==> src/rtl/svlp_pkg.sv <==
package svlp_pkg;

  localparam int unsigned SampleW = 16;
  localparam int unsigned CutoffW = 13;
  localparam int unsigned DampW   = 16;
  localparam int unsigned CfgIdxW = 1;
  localparam int unsigned CfgW    = 16;
  localparam int unsigned OpAW    = 17;
  localparam int unsigned OpBW    = 19;
  localparam int unsigned ProdW   = OpAW + OpBW;
  localparam int unsigned FShift  = 12;
  localparam int unsigned DShift  = 15;
  localparam int unsigned SumW    = ProdW - FShift + 1;

  localparam logic [CfgIdxW-1:0] CfgCutoff  = 1'b0;
  localparam logic [CfgIdxW-1:0] CfgDamping = 1'b1;

  localparam logic [CutoffW-1:0] CutoffRst = 13'd1024;
  localparam logic [DampW-1:0]   DampRst   = 16'd32768;

  localparam logic signed [SampleW-1:0] Limit = 16'sd32767;

  typedef enum logic [2:0] {
    StIdle,
    StMulLp,
    StLpMulD,
    StHp,
    StMulHp,
    StBp
  } svlp_state_e;

  typedef enum logic {
    OpACutoff,
    OpADamp
  } svlp_opa_e;

  typedef enum logic {
    OpBBand,
    OpBHigh
  } svlp_opb_e;

  typedef struct packed {
    logic      mul_en;
    svlp_opa_e sel_a;
    svlp_opb_e sel_b;
    logic      lp_en;
    logic      hp_en;
    logic      bp_en;
  } svlp_ctrl_t;

  function automatic logic signed [SampleW-1:0] clamp_sym(input logic signed [SumW-1:0] v);
    logic signed [SumW-1:0] hi;
    logic signed [SumW-1:0] lo;
    logic signed [SampleW-1:0] r;
    hi = SumW'(Limit);
    lo = -hi;
    if (v > hi) begin
      r = Limit;
    end else if (v < lo) begin
      r = -Limit;
    end else begin
      r = v[SampleW-1:0];
    end
    return r;
  endfunction

endpackage

==> src/rtl/svlp_if.sv <==
interface svlp_in_if;
  logic                                   valid;
  logic                                   ready;
  logic signed [svlp_pkg::SampleW-1:0]    sample_in;

  modport source (output valid, output sample_in, input ready);
  modport sink   (input valid, input sample_in, output ready);
endinterface

interface svlp_out_if;
  logic                                   valid;
  logic                                   ready;
  logic signed [svlp_pkg::SampleW-1:0]    sample_out;

  modport source (output valid, output sample_out, input ready);
  modport sink   (input valid, input sample_out, output ready);
endinterface

==> src/rtl/svlp_mul.sv <==
module svlp_mul (
  input  logic                                  clk_i,
  input  svlp_pkg::svlp_ctrl_t                  ctrl_i,
  input  logic        [svlp_pkg::CutoffW-1:0]   cutoff_i,
  input  logic        [svlp_pkg::DampW-1:0]     damp_i,
  input  logic signed [svlp_pkg::SampleW-1:0]   band_i,
  input  logic signed [svlp_pkg::OpBW-1:0]      high_i,
  output logic signed [svlp_pkg::ProdW-1:0]     prod_o
);

  logic signed [svlp_pkg::OpAW-1:0]  op_a;
  logic signed [svlp_pkg::OpBW-1:0]  op_b;
  logic signed [svlp_pkg::ProdW-1:0] prod_d, prod_q;

  always_comb begin
    case (ctrl_i.sel_a)
      svlp_pkg::OpACutoff: op_a = $signed({{(svlp_pkg::OpAW - svlp_pkg::CutoffW){1'b0}},
                                           cutoff_i});
      svlp_pkg::OpADamp:   op_a = $signed({{(svlp_pkg::OpAW - svlp_pkg::DampW){1'b0}},
                                           damp_i});
      default:             op_a = '0;
    endcase
    case (ctrl_i.sel_b)
      svlp_pkg::OpBBand: op_b = svlp_pkg::OpBW'(band_i);
      svlp_pkg::OpBHigh: op_b = high_i;
      default:           op_b = '0;
    endcase
    prod_d = svlp_pkg::ProdW'(op_a) * svlp_pkg::ProdW'(op_b);
  end

  always_ff @(posedge clk_i) begin
    if (ctrl_i.mul_en) begin
      prod_q <= prod_d;
    end
  end

  assign prod_o = prod_q;

endmodule

==> src/rtl/svlp_ctrl.sv <==
module svlp_ctrl (
  input  logic                 clk_i,
  input  logic                 rst_ni,
  input  logic                 in_valid_i,
  input  logic                 out_free_i,
  output logic                 in_ready_o,
  output svlp_pkg::svlp_ctrl_t ctrl_o
);

  svlp_pkg::svlp_state_e state_d, state_q;

  always_comb begin
    state_d = state_q;
    case (state_q)
      svlp_pkg::StIdle:   if (in_valid_i) state_d = svlp_pkg::StMulLp;
      svlp_pkg::StMulLp:  state_d = svlp_pkg::StLpMulD;
      svlp_pkg::StLpMulD: state_d = svlp_pkg::StHp;
      svlp_pkg::StHp:     state_d = svlp_pkg::StMulHp;
      svlp_pkg::StMulHp:  state_d = svlp_pkg::StBp;
      svlp_pkg::StBp:     if (out_free_i) state_d = svlp_pkg::StIdle;
      default:            state_d = svlp_pkg::StIdle;
    endcase
  end

  always_comb begin
    ctrl_o       = '0;
    ctrl_o.sel_a = svlp_pkg::OpACutoff;
    ctrl_o.sel_b = svlp_pkg::OpBBand;
    in_ready_o   = 1'b0;
    case (state_q)
      svlp_pkg::StIdle: begin
        in_ready_o = 1'b1;
      end
      svlp_pkg::StMulLp: begin
        ctrl_o.mul_en = 1'b1;
      end
      svlp_pkg::StLpMulD: begin
        ctrl_o.lp_en  = 1'b1;
        ctrl_o.mul_en = 1'b1;
        ctrl_o.sel_a  = svlp_pkg::OpADamp;
      end
      svlp_pkg::StHp: begin
        ctrl_o.hp_en = 1'b1;
      end
      svlp_pkg::StMulHp: begin
        ctrl_o.mul_en = 1'b1;
        ctrl_o.sel_b  = svlp_pkg::OpBHigh;
      end
      svlp_pkg::StBp: begin
        ctrl_o.bp_en = out_free_i;
      end
      default: begin
        in_ready_o = 1'b0;
      end
    endcase
  end

  always_ff @(posedge clk_i or negedge rst_ni) begin
    if (!rst_ni) begin
      state_q <= svlp_pkg::StIdle;
    end else begin
      state_q <= state_d;
    end
  end

endmodule

==> src/rtl/state_variable_lowpass_filter.sv <==
// lowpass tap of a chamberlin state-variable filter, one sample per transaction
//
// channels: in_ch carries sample_in (signed 16 bit), out_ch carries sample_out,
// both valid/ready; cfg_we_i/cfg_idx_i/cfg_data_i write cutoff (index 0, q12, 13 bit) and damping
// (index 1, q15, 16 bit); the user must write only while the filter is idle, as the block does not check
//
// each sample takes three passes through one shared 17x19 multiplier under a
// six-state sequencer: f*bandpass, damping*bandpass, f*highpass
// the result goes into the output register in the bandpass state, with the bandpass update
// a new sample is taken only after the previous one is through the sequencer;
// in_ch.ready is high only while the sequencer is idle
//
// reset: both integrators clear to zero, cutoff returns to 1024 and damping
// to 32768, no result is pending
//
// receiver stall: the result sits in the output register; the next sample is
// still taken and worked up to the bandpass update, which waits until the
// output register is free
module state_variable_lowpass_filter (
  input  logic                                clk_i,
  input  logic                                rst_ni,
  input  logic                                cfg_we_i,
  input  logic [svlp_pkg::CfgIdxW-1:0]        cfg_idx_i,
  input  logic [svlp_pkg::CfgW-1:0]           cfg_data_i,
  svlp_in_if.sink                             in_ch,
  svlp_out_if.source                          out_ch
);

  logic        [svlp_pkg::CutoffW-1:0]  cutoff_q;
  logic        [svlp_pkg::DampW-1:0]    damp_q;
  logic signed [svlp_pkg::SampleW-1:0]  x_q;
  logic signed [svlp_pkg::SampleW-1:0]  lp_q, bp_q;
  logic signed [svlp_pkg::OpBW-1:0]     hp_d, hp_q;
  logic signed [svlp_pkg::ProdW-1:0]    prod;
  logic signed [svlp_pkg::SumW-1:0]     lp_sum, bp_sum;
  logic signed [svlp_pkg::SumW-1:0]     hp_wide;
  logic                                 out_valid_q;
  logic signed [svlp_pkg::SampleW-1:0]  out_q;
  logic                                 out_free;
  logic                                 in_ready;
  svlp_pkg::svlp_ctrl_t                 ctrl;

  assign out_free = !out_valid_q || out_ch.ready;

  svlp_ctrl u_ctrl (
    .clk_i      (clk_i),
    .rst_ni     (rst_ni),
    .in_valid_i (in_ch.valid),
    .out_free_i (out_free),
    .in_ready_o (in_ready),
    .ctrl_o     (ctrl)
  );

  svlp_mul u_mul (
    .clk_i    (clk_i),
    .ctrl_i   (ctrl),
    .cutoff_i (cutoff_q),
    .damp_i   (damp_q),
    .band_i   (bp_q),
    .high_i   (hp_q),
    .prod_o   (prod)
  );

  assign in_ch.ready = in_ready;

  always_comb begin
    lp_sum  = svlp_pkg::SumW'(lp_q)
            + svlp_pkg::SumW'($signed(prod[svlp_pkg::ProdW-1:svlp_pkg::FShift]));
    bp_sum  = svlp_pkg::SumW'(bp_q)
            + svlp_pkg::SumW'($signed(prod[svlp_pkg::ProdW-1:svlp_pkg::FShift]));
    hp_wide = svlp_pkg::SumW'(x_q) - svlp_pkg::SumW'(lp_q)
            - svlp_pkg::SumW'($signed(prod[svlp_pkg::ProdW-1:svlp_pkg::DShift]));
    hp_d    = hp_wide[svlp_pkg::OpBW-1:0];
  end

  always_ff @(posedge clk_i or negedge rst_ni) begin
    if (!rst_ni) begin
      cutoff_q <= svlp_pkg::CutoffRst;
      damp_q   <= svlp_pkg::DampRst;
    end else if (cfg_we_i) begin
      case (cfg_idx_i)
        svlp_pkg::CfgCutoff:  cutoff_q <= cfg_data_i[svlp_pkg::CutoffW-1:0];
        svlp_pkg::CfgDamping: damp_q   <= cfg_data_i[svlp_pkg::DampW-1:0];
        default:              ;
      endcase
    end
  end

  // integrators
  always_ff @(posedge clk_i or negedge rst_ni) begin
    if (!rst_ni) begin
      lp_q <= '0;
      bp_q <= '0;
    end else begin
      if (ctrl.lp_en) lp_q <= svlp_pkg::clamp_sym(lp_sum);
      if (ctrl.bp_en) bp_q <= svlp_pkg::clamp_sym(bp_sum);
    end
  end

  always_ff @(posedge clk_i) begin
    if (in_ch.valid && in_ready) x_q <= in_ch.sample_in;
    if (ctrl.hp_en) hp_q <= hp_d;
    if (ctrl.bp_en) out_q <= lp_q;
  end

  always_ff @(posedge clk_i or negedge rst_ni) begin
    if (!rst_ni) begin
      out_valid_q <= 1'b0;
    end else if (ctrl.bp_en) begin
      out_valid_q <= 1'b1;
    end else if (out_ch.ready) begin
      out_valid_q <= 1'b0;
    end
  end

  assign out_ch.valid      = out_valid_q;
  assign out_ch.sample_out = out_q;

endmodule

==> src/flat_wrapper.sv <==
// flat-port wrapper written by rule: the top's interface ports become plain ports
module state_variable_lowpass_filter_flat 
  (clk_i, rst_ni, cfg_we_i, cfg_idx_i, cfg_data_i, in_ch_valid, in_ch_sample_in, in_ch_ready, out_ch_valid, out_ch_sample_out, out_ch_ready);
  svlp_in_if in_ch_i ();
  svlp_out_if out_ch_i ();
  input  logic clk_i;
  input  logic rst_ni;
  input  logic cfg_we_i;
  input  logic [svlp_pkg::CfgIdxW-1:0] cfg_idx_i;
  input  logic [svlp_pkg::CfgW-1:0] cfg_data_i;
  input wire logic [$bits(in_ch_i.valid)-1:0] in_ch_valid;
  input wire logic [$bits(in_ch_i.sample_in)-1:0] in_ch_sample_in;
  output wire logic [$bits(in_ch_i.ready)-1:0] in_ch_ready;
  output wire logic [$bits(out_ch_i.valid)-1:0] out_ch_valid;
  output wire logic [$bits(out_ch_i.sample_out)-1:0] out_ch_sample_out;
  input wire logic [$bits(out_ch_i.ready)-1:0] out_ch_ready;
  assign in_ch_i.valid = in_ch_valid;
  assign in_ch_i.sample_in = in_ch_sample_in;
  assign in_ch_ready = in_ch_i.ready;
  assign out_ch_valid = out_ch_i.valid;
  assign out_ch_sample_out = out_ch_i.sample_out;
  assign out_ch_i.ready = out_ch_ready;
  state_variable_lowpass_filter u_core (.clk_i(clk_i), .rst_ni(rst_ni), .cfg_we_i(cfg_we_i), .cfg_idx_i(cfg_idx_i), .cfg_data_i(cfg_data_i), .in_ch(in_ch_i), .out_ch(out_ch_i));
endmodule
==> config.mk <==
export PLATFORM = sky130hd
export DESIGN_NAME = state_variable_lowpass_filter_flat
export DESIGN_NICKNAME = d
export VERILOG_FILES = /design/src/rtl/svlp_pkg.sv /design/src/rtl/svlp_if.sv /design/src/rtl/svlp_mul.sv /design/src/rtl/svlp_ctrl.sv /design/src/rtl/state_variable_lowpass_filter.sv /design/src/flat_wrapper.sv
export SDC_FILE = /design/constraint.sdc
export NUM_CORES = 1
export LEC_CHECK = 0
export BUFFER_PORTS_ARGS = -buffer_cell sky130_fd_sc_hd__buf_2
export CAP_MARGIN = 15
export CORE_MARGIN = 4
export CORE_UTILIZATION = 35
export CTS_CLUSTER_DIAMETER = 50
export DETAILED_ROUTE_END_ITERATION = 10
export MAX_ROUTING_LAYER = met4
export SLEW_MARGIN = 40
export SYNTH_ARGS = -nofsm -noshare
export SYNTH_HDL_FRONTEND = slang
export SYNTH_HIERARCHICAL = 1
export SYNTH_SLANG_ARGS = --single-unit
==> constraint.sdc <==
create_clock -name clk_i -period 19.45 [get_ports clk_i]
set_input_delay 1.945 -clock clk_i [delete_from_list [all_inputs] [get_ports clk_i]]
set_output_delay 1.945 -clock clk_i [all_outputs]
set_load 0.005 [all_outputs]
==> out/qor.csv, run 1 <==
stage,metric,value,unit
outcome,outcome,completed,
finish,syn_to_final_growth,7.659,%
clock_network,cts_tree,yes,
synthesis,synth_fp_nets,2793,
critical_path,crit_path_frequent_cell,fa_1,
sta,period_needed,8.357,ns
placement,port_buffers,55,
detailed_routing,num_vias,15830,
detailed_routing,dr.pass1.iters,5,
critical_path,worst_ep_arrival_time,8.54,ns
finish,register_area,3881,µm²
detailed_routing,wl,56490,µm
synthesis,synth_cells,2266,
placement,gp_congestion,0.9053,
global_routing,grt_pass1_wl,90570,µm
floorplanning,rows,90,
placement,hpwl,46500,µm
clock_network,clk_pin_slew,0.06,ns
synthesis,yosysWarnings,6,
floorplanning,die_y,254.6,µm
floorplanning,pin_count,56,
clock_network,cts_made_buffers,17,
clock_network,hold_buffers,0,
global_routing,grt_pass1_vias,16470,
clock_network,cts_buffer_depth,2,
clock_network,cts.sinks,140,
sta,fin_crit_sh,42.97,%
floorplanning,coreArea,60250,µm²
finish,drive_above_1_share,9.178,%
sta,finalSetupTns,0,ns
clock_network,h-tree-depth,4,
sta,fmax,119.7,MHz
finish,mostFrequentLayoutCells,"451 x inv_1, 327 x fa_1, 232 x nand2_1",
placement,placed_cells,3048,
critical_path,crit_buf_inv,6,
finish,fillers,5969,
global_routing,gr-total-overflow,0,
detailed_routing,ant_nets,0,
critical_path,slowest_stage,mux2i_4,
finish,instances_no_fill,3081,
clock_network,clk_latency,0.45,ns
critical_path,slowest_delay,0.72,ns
critical_path,cp_max_fo,51,
critical_path,start_kind,flip-flop,
finish,finalInstanceArea,22920,µm²
finish,final_common_cell,inv_1,
detailed_routing,drc_errors,0,
detailed_routing,detail_route.iter0.violations,1025,
sta,final-max-slew-violation-count,0,
sta,setup-violations-final,0,
detailed_routing,avgViaCountPerCell,5.137,
hold_path,hold_path.class,flip-flop to flip-flop,
critical_path,critical_path_required,19.63,ns
clock_network,cts_resized,0,
clock_network,postCtsSetupRepairBufs,0,
sta,worst_pin_slew,0.7925,ns
global_routing,grt_usage,18.37,%
floorplanning,dieArea,64830,µm²
critical_path,crit_type,flip-flop to flip-flop,
critical_path,crit_family,adder cells,
sta,max-slew-margin-rel,45.66,%
sta,finClkSkew,0.01463,ns
global_routing,antenna_found_initial,0,
sta,rsz0062_at_grt,false,
floorplanning,die_x,254.6,µm
finish,n_antenna_cell,0,
clock_network,clockRootBuffer,clkbuf_16,
sta,hold_viol,0,
synthesis,avgSynthCellArea,9.394,µm²
critical_path,cp-end-kind,flip-flop,
detailed_routing,wire_per_inst,18.33,µm
floorplanning,start_util,35.33,%
finish,nNetsFinal,2813,
global_routing,grt_max_degree,66,
synthesis,synth_area,21290,µm²
finish,fin_util,38.04,%
placement,dpl_cell_area,22340,µm²
run,drv_cap,0,
finish,multi_input_comb_area,15440,µm²
-- routing by layer --
layer | up-vias | global-route usage [%] | wire length, µm
met4 | 0 | 5.113 | 1282
met3 | 73 | 1.499 | 2176
met1 | 8004 | 24.12 | 25070
met2 | 379 | 30.85 | 27960
met5 | - | - | 0
li1 | 7372 | - | -
-- sequential cells by signal, summed over array words and instances (netlist names) --
name	count
u_core/u_mul/prod_o	24
u_core/x_q	16
u_core/out_ch.valid	1
u_core/lp_q	16
u_core/bp_q	16
u_core/out_ch.sample_out	16
u_core/u_ctrl/state_q	3
u_core/hp_q	19
u_core/cutoff_q	13
u_core/damp_q	16
-- layout make-up --
class | instances | share of cell area [%]
inverter | 452 | 7.403
sequential | 140 | 16.94
clock inverter | 12 | 0.4422
clock buffer | 20 | 1.998
multi-input combinational | 1611 | 67.39
tap | 782 | 4.269
timing repair buffer | 64 | 1.556
-- stage by stage --
stage               setup WS, ns  hold slack (ns)
floorplan                  11.59           0.4531
global placement           11.19           0.4882
detailed placement         11.25           0.4971
CTS                        11.23           0.5117
global route               10.67           0.5155
finish                     11.09           0.5090
-- path summary, 6_finish.rpt --
check / startpoint / endpoint / slack [ns] / cells after the start
worst max-delay path: u_core/u_ctrl/state_q[1]$_DFFE_PN0P_ / u_core/u_mul/prod_o[35]$_DFFE_PP_ / 11.09 / 25
worst min-delay path: u_core/cutoff_q[6]$_DFFE_PN0P_ / u_core/cutoff_q[6]$_DFFE_PN0P_ / 0.51 / 1
worst max register to register: u_core/u_ctrl/state_q[1]$_DFFE_PN0P_ / u_core/u_mul/prod_o[35]$_DFFE_PP_ / 11.09 / 25
worst min register to register: u_core/cutoff_q[6]$_DFFE_PN0P_ / u_core/cutoff_q[6]$_DFFE_PN0P_ / 0.51 / 1
max in group asynchronous: rst_ni / u_core/bp_q[10]$_DFFE_PN0P_ / 17.47 / 1
min in group asynchronous: rst_ni / u_core/cutoff_q[1]$_DFFE_PN0P_ / 1.50 / 1
Power of run 1 is left out: the tool's default activity adds up to more than one toggle a clock period on the data nets, which glitch-free logic cannot reach.
==> inputs of run 2 (changes only) <==
Clock period 19.45 ns to 7 ns, I/O delays scaled along.
==> run 2 against run 1 <==
Against the previous run: the flow now finishes with violations (setup timing); critical path depth increased by 2; routed wire length increased by 1.9%; worst hold slack got worse by 0.45 ns.
==> out/qor.csv, run 2 (synthesized netlist as in run 1, its figures left out) <==
stage,metric,value,unit,change
global_routing,grt_pass1_wl,90870,µm,"was 90,570 µm"
sta,worst_pin_slew,0.8356,ns,was 0.7925 ns
floorplanning,rows,90,,unchanged
finish,syn_to_final_growth,16.45,%,was 7.659%
global_routing,grt.busiest_layer,met2,,unchanged
clock_network,cts_buffer_depth,2,,unchanged
placement,pre_cts_slack,-0.1989,ns,was 11.25 ns
sta,hold_viol,0,,unchanged
run,drv_cap,0,,unchanged
global_routing,grt_max_degree,61,,was 66
clock_network,cts.sinks,140,,unchanged
placement,hpwl,48610,µm,"was 46,500 µm"
critical_path,start_kind,flip-flop,,unchanged
finish,largest_register_ffs,24,,unchanged
critical_path,cp-end-kind,flip-flop,,unchanged
finish,final_common_cell,inv_1,,unchanged
detailed_routing,detail_route.iter0.violations,1042,,"was 1,025"
floorplanning,die_x,254.6,µm,unchanged
global_routing,met1_usage,23.59,%,was 24.12%
outcome,outcome,"finished, violations left",,was completed
sta,fmax,142.1,MHz,was 119.7 MHz
global_routing,antenna_found_initial,0,,unchanged
detailed_routing,drc_errors,0,,unchanged
hold_path,hold_path.class,input port to async pin,,was flip-flop to flip-flop
floorplanning,dieArea,64830,µm²,unchanged
sta,fin_ws,-0.03671,ns,was 11.09 ns
detailed_routing,dr.pass1.iters,5,,unchanged
sta,final-max-slew-violation-count,0,,unchanged
sta,period_needed,7.037,ns,was 8.357 ns
sta,setup-violations-final,1,,was 0
clock_network,clk_latency,0.45,ns,about the same
finish,fillers,5821,,"was 5,969"
clock_network,clk_pin_slew,0.07,ns,was 0.06 ns
clock_network,hold_buffers,0,,unchanged
clock_network,h-tree-depth,4,,unchanged
outcome,violations,setup timing,,
finish,nNetsFinal,2991,,"was 2,813"
sta,rsz0062_at_grt,true,,was false
global_routing,grt_pass1_vias,16910,,"was 16,470"
critical_path,worst_ep_arrival_time,7.31,ns,was 8.54 ns
detailed_routing,num_vias,16560,,"was 15,830"
global_routing,grt_usage,18.54,%,was 18.37%
floorplanning,die_y,254.6,µm,unchanged
global_routing,met2_usage,30.04,%,was 30.85%
floorplanning,pin_count,56,,unchanged
clock_network,cts_tree,yes,,unchanged
sta,hold_slack,0.06182,ns,was 0.5090 ns
placement,gp_congestion,0.9655,,was 0.9053
clock_network,clockRootBuffer,clkbuf_16,,unchanged
clock_network,cts_made_buffers,17,,unchanged
sta,finClkSkew,0.01600,ns,was 0.01463 ns
sta,fin_crit_sh,100.5,%,was 42.97%
floorplanning,start_util,35.33,%,unchanged
detailed_routing,ant_nets,0,,unchanged
detailed_routing,wire_per_inst,17.67,µm,was 18.33 µm
critical_path,cp_max_fo,6,,was 51
critical_path,crit_type,flip-flop to flip-flop,,unchanged
critical_path,critical_path_required,7.27,ns,was 19.63 ns
global_routing,use_met3,2.906,%,was 1.499%
global_routing,gr-total-overflow,0,,unchanged
sta,max-slew-margin-rel,42.85,%,was 45.66%
floorplanning,coreArea,60250,µm²,unchanged
finish,mostFrequentLayoutCells,"447 x inv_1, 321 x fa_1, 230 x nand2_1",,"was 451 x inv_1, 327 x fa_1, 232 x nand2_1"
finish,n_antenna_cell,0,,unchanged
detailed_routing,avgViaCountPerCell,5.082,,was 5.137
placement,port_buffers,55,,unchanged
finish,drive_above_1_share,17.88,%,was 9.178%
detailed_routing,wl,57570,µm,"was 56,490 µm"
run 2: layout make-up:
type                    count  area (µm²)  share of cell area [%]
flip-flops and latches    140        3882                   15.66
repair buffers            242        1853                   7.475
inverters                 452        1697                   6.844
multi-input cells        1611       15820                   63.83
clock inverters            14       126.4                  0.5098
clock buffers              18       429.2                   1.731
well taps                 782       978.4                   3.947
run 2: repair_timing:
| action | 4_1_cts | 5_1_grt |
|---|---|---|
| setup buffers | 7 | 25 |
| cloned | 1 | 2 |
| resized for setup | 36 | 62 |
| endpoints found under the setup margin | 7 | 11 |
| pin swaps | 10 | 20 |
run 2: worst paths after layout:
path / start / endpoint / slack (ns) / depth (start not counted)
worst max-delay path: u_core/u_ctrl/state_q[1]$_DFFE_PN0P_ / u_core/u_mul/prod_o[33]$_DFFE_PP_ / -0.04 / 27
worst min-delay path: rst_ni / u_core/damp_q[2]$_DFFE_PN0P_ / 0.06 / 1
worst max register to register: u_core/u_ctrl/state_q[1]$_DFFE_PN0P_ / u_core/u_mul/prod_o[33]$_DFFE_PP_ / -0.04 / 27
worst min register to register: u_core/lp_q[14]$_DFFE_PN0P_ / u_core/out_ch.sample_out[14]$_DFFE_PP_ / 0.49 / 0
max in group asynchronous: rst_ni / u_core/lp_q[15]$_DFFE_PN0P_ / 6.06 / 2
min in group clk_i: in_ch_sample_in[7] / u_core/x_q[7]$_DFFE_PP_ / 0.42 / 1
run 2: worst max-delay path, cell delays in order, from the launching register on:
cell and delay [ns]:
dfrtp_1 0.40, nand2b_4 0.16, nor2_4 0.10, buf_6 0.12, buf_12 0.13, mux2i_4 0.31
buf_6 0.16, nor2_4 0.03, fa_1 0.55, inv_2 0.04, fa_1 0.54, inv_2 0.04
fa_2 0.63, fa_1 0.42, fa_1 0.48, inv_1 0.05, fa_1 0.48, inv_2 0.04
ha_4 0.20, a21o_1 0.17, a21o_1 0.17, a21o_1 0.18, o41ai_4 0.33, buf_4 0.20
a21oi_4 0.08, o31ai_4 0.23, or4b_4 0.49, o311ai_2 0.09
run 2: through the flow:
step | instances | setup TNS [ns] | util [%] | cell area [µm²]
CTS | 3232 | 0 | 40.31 | 24280
floorplan | 2266 | -0.06766 | - | 21380
finish | 3259 | -0.03671 | 41.15 | 24790
global route | 3259 | -0.6386 | 41.15 | 24790
global placement | 3192 | -0.5289 | 39.00 | 23490
detailed placement | 3192 | -0.7644 | 39.01 | 23500
run 2: per-layer routing:
| layer | wire, µm | vias to the layer above | part of all wire (%) |
|---|---|---|---|
| met5 | 0 | - | 0 |
| met4 | 1982 | 0 | 3.4 |
| met3 | 3059 | 100 | 5.3 |
| met2 | 28210 | 455 | 49 |
| met1 | 24320 | 8266 | 42 |
| li1 | - | 7740 | - |
Power of run 2 is left out for the same reason.
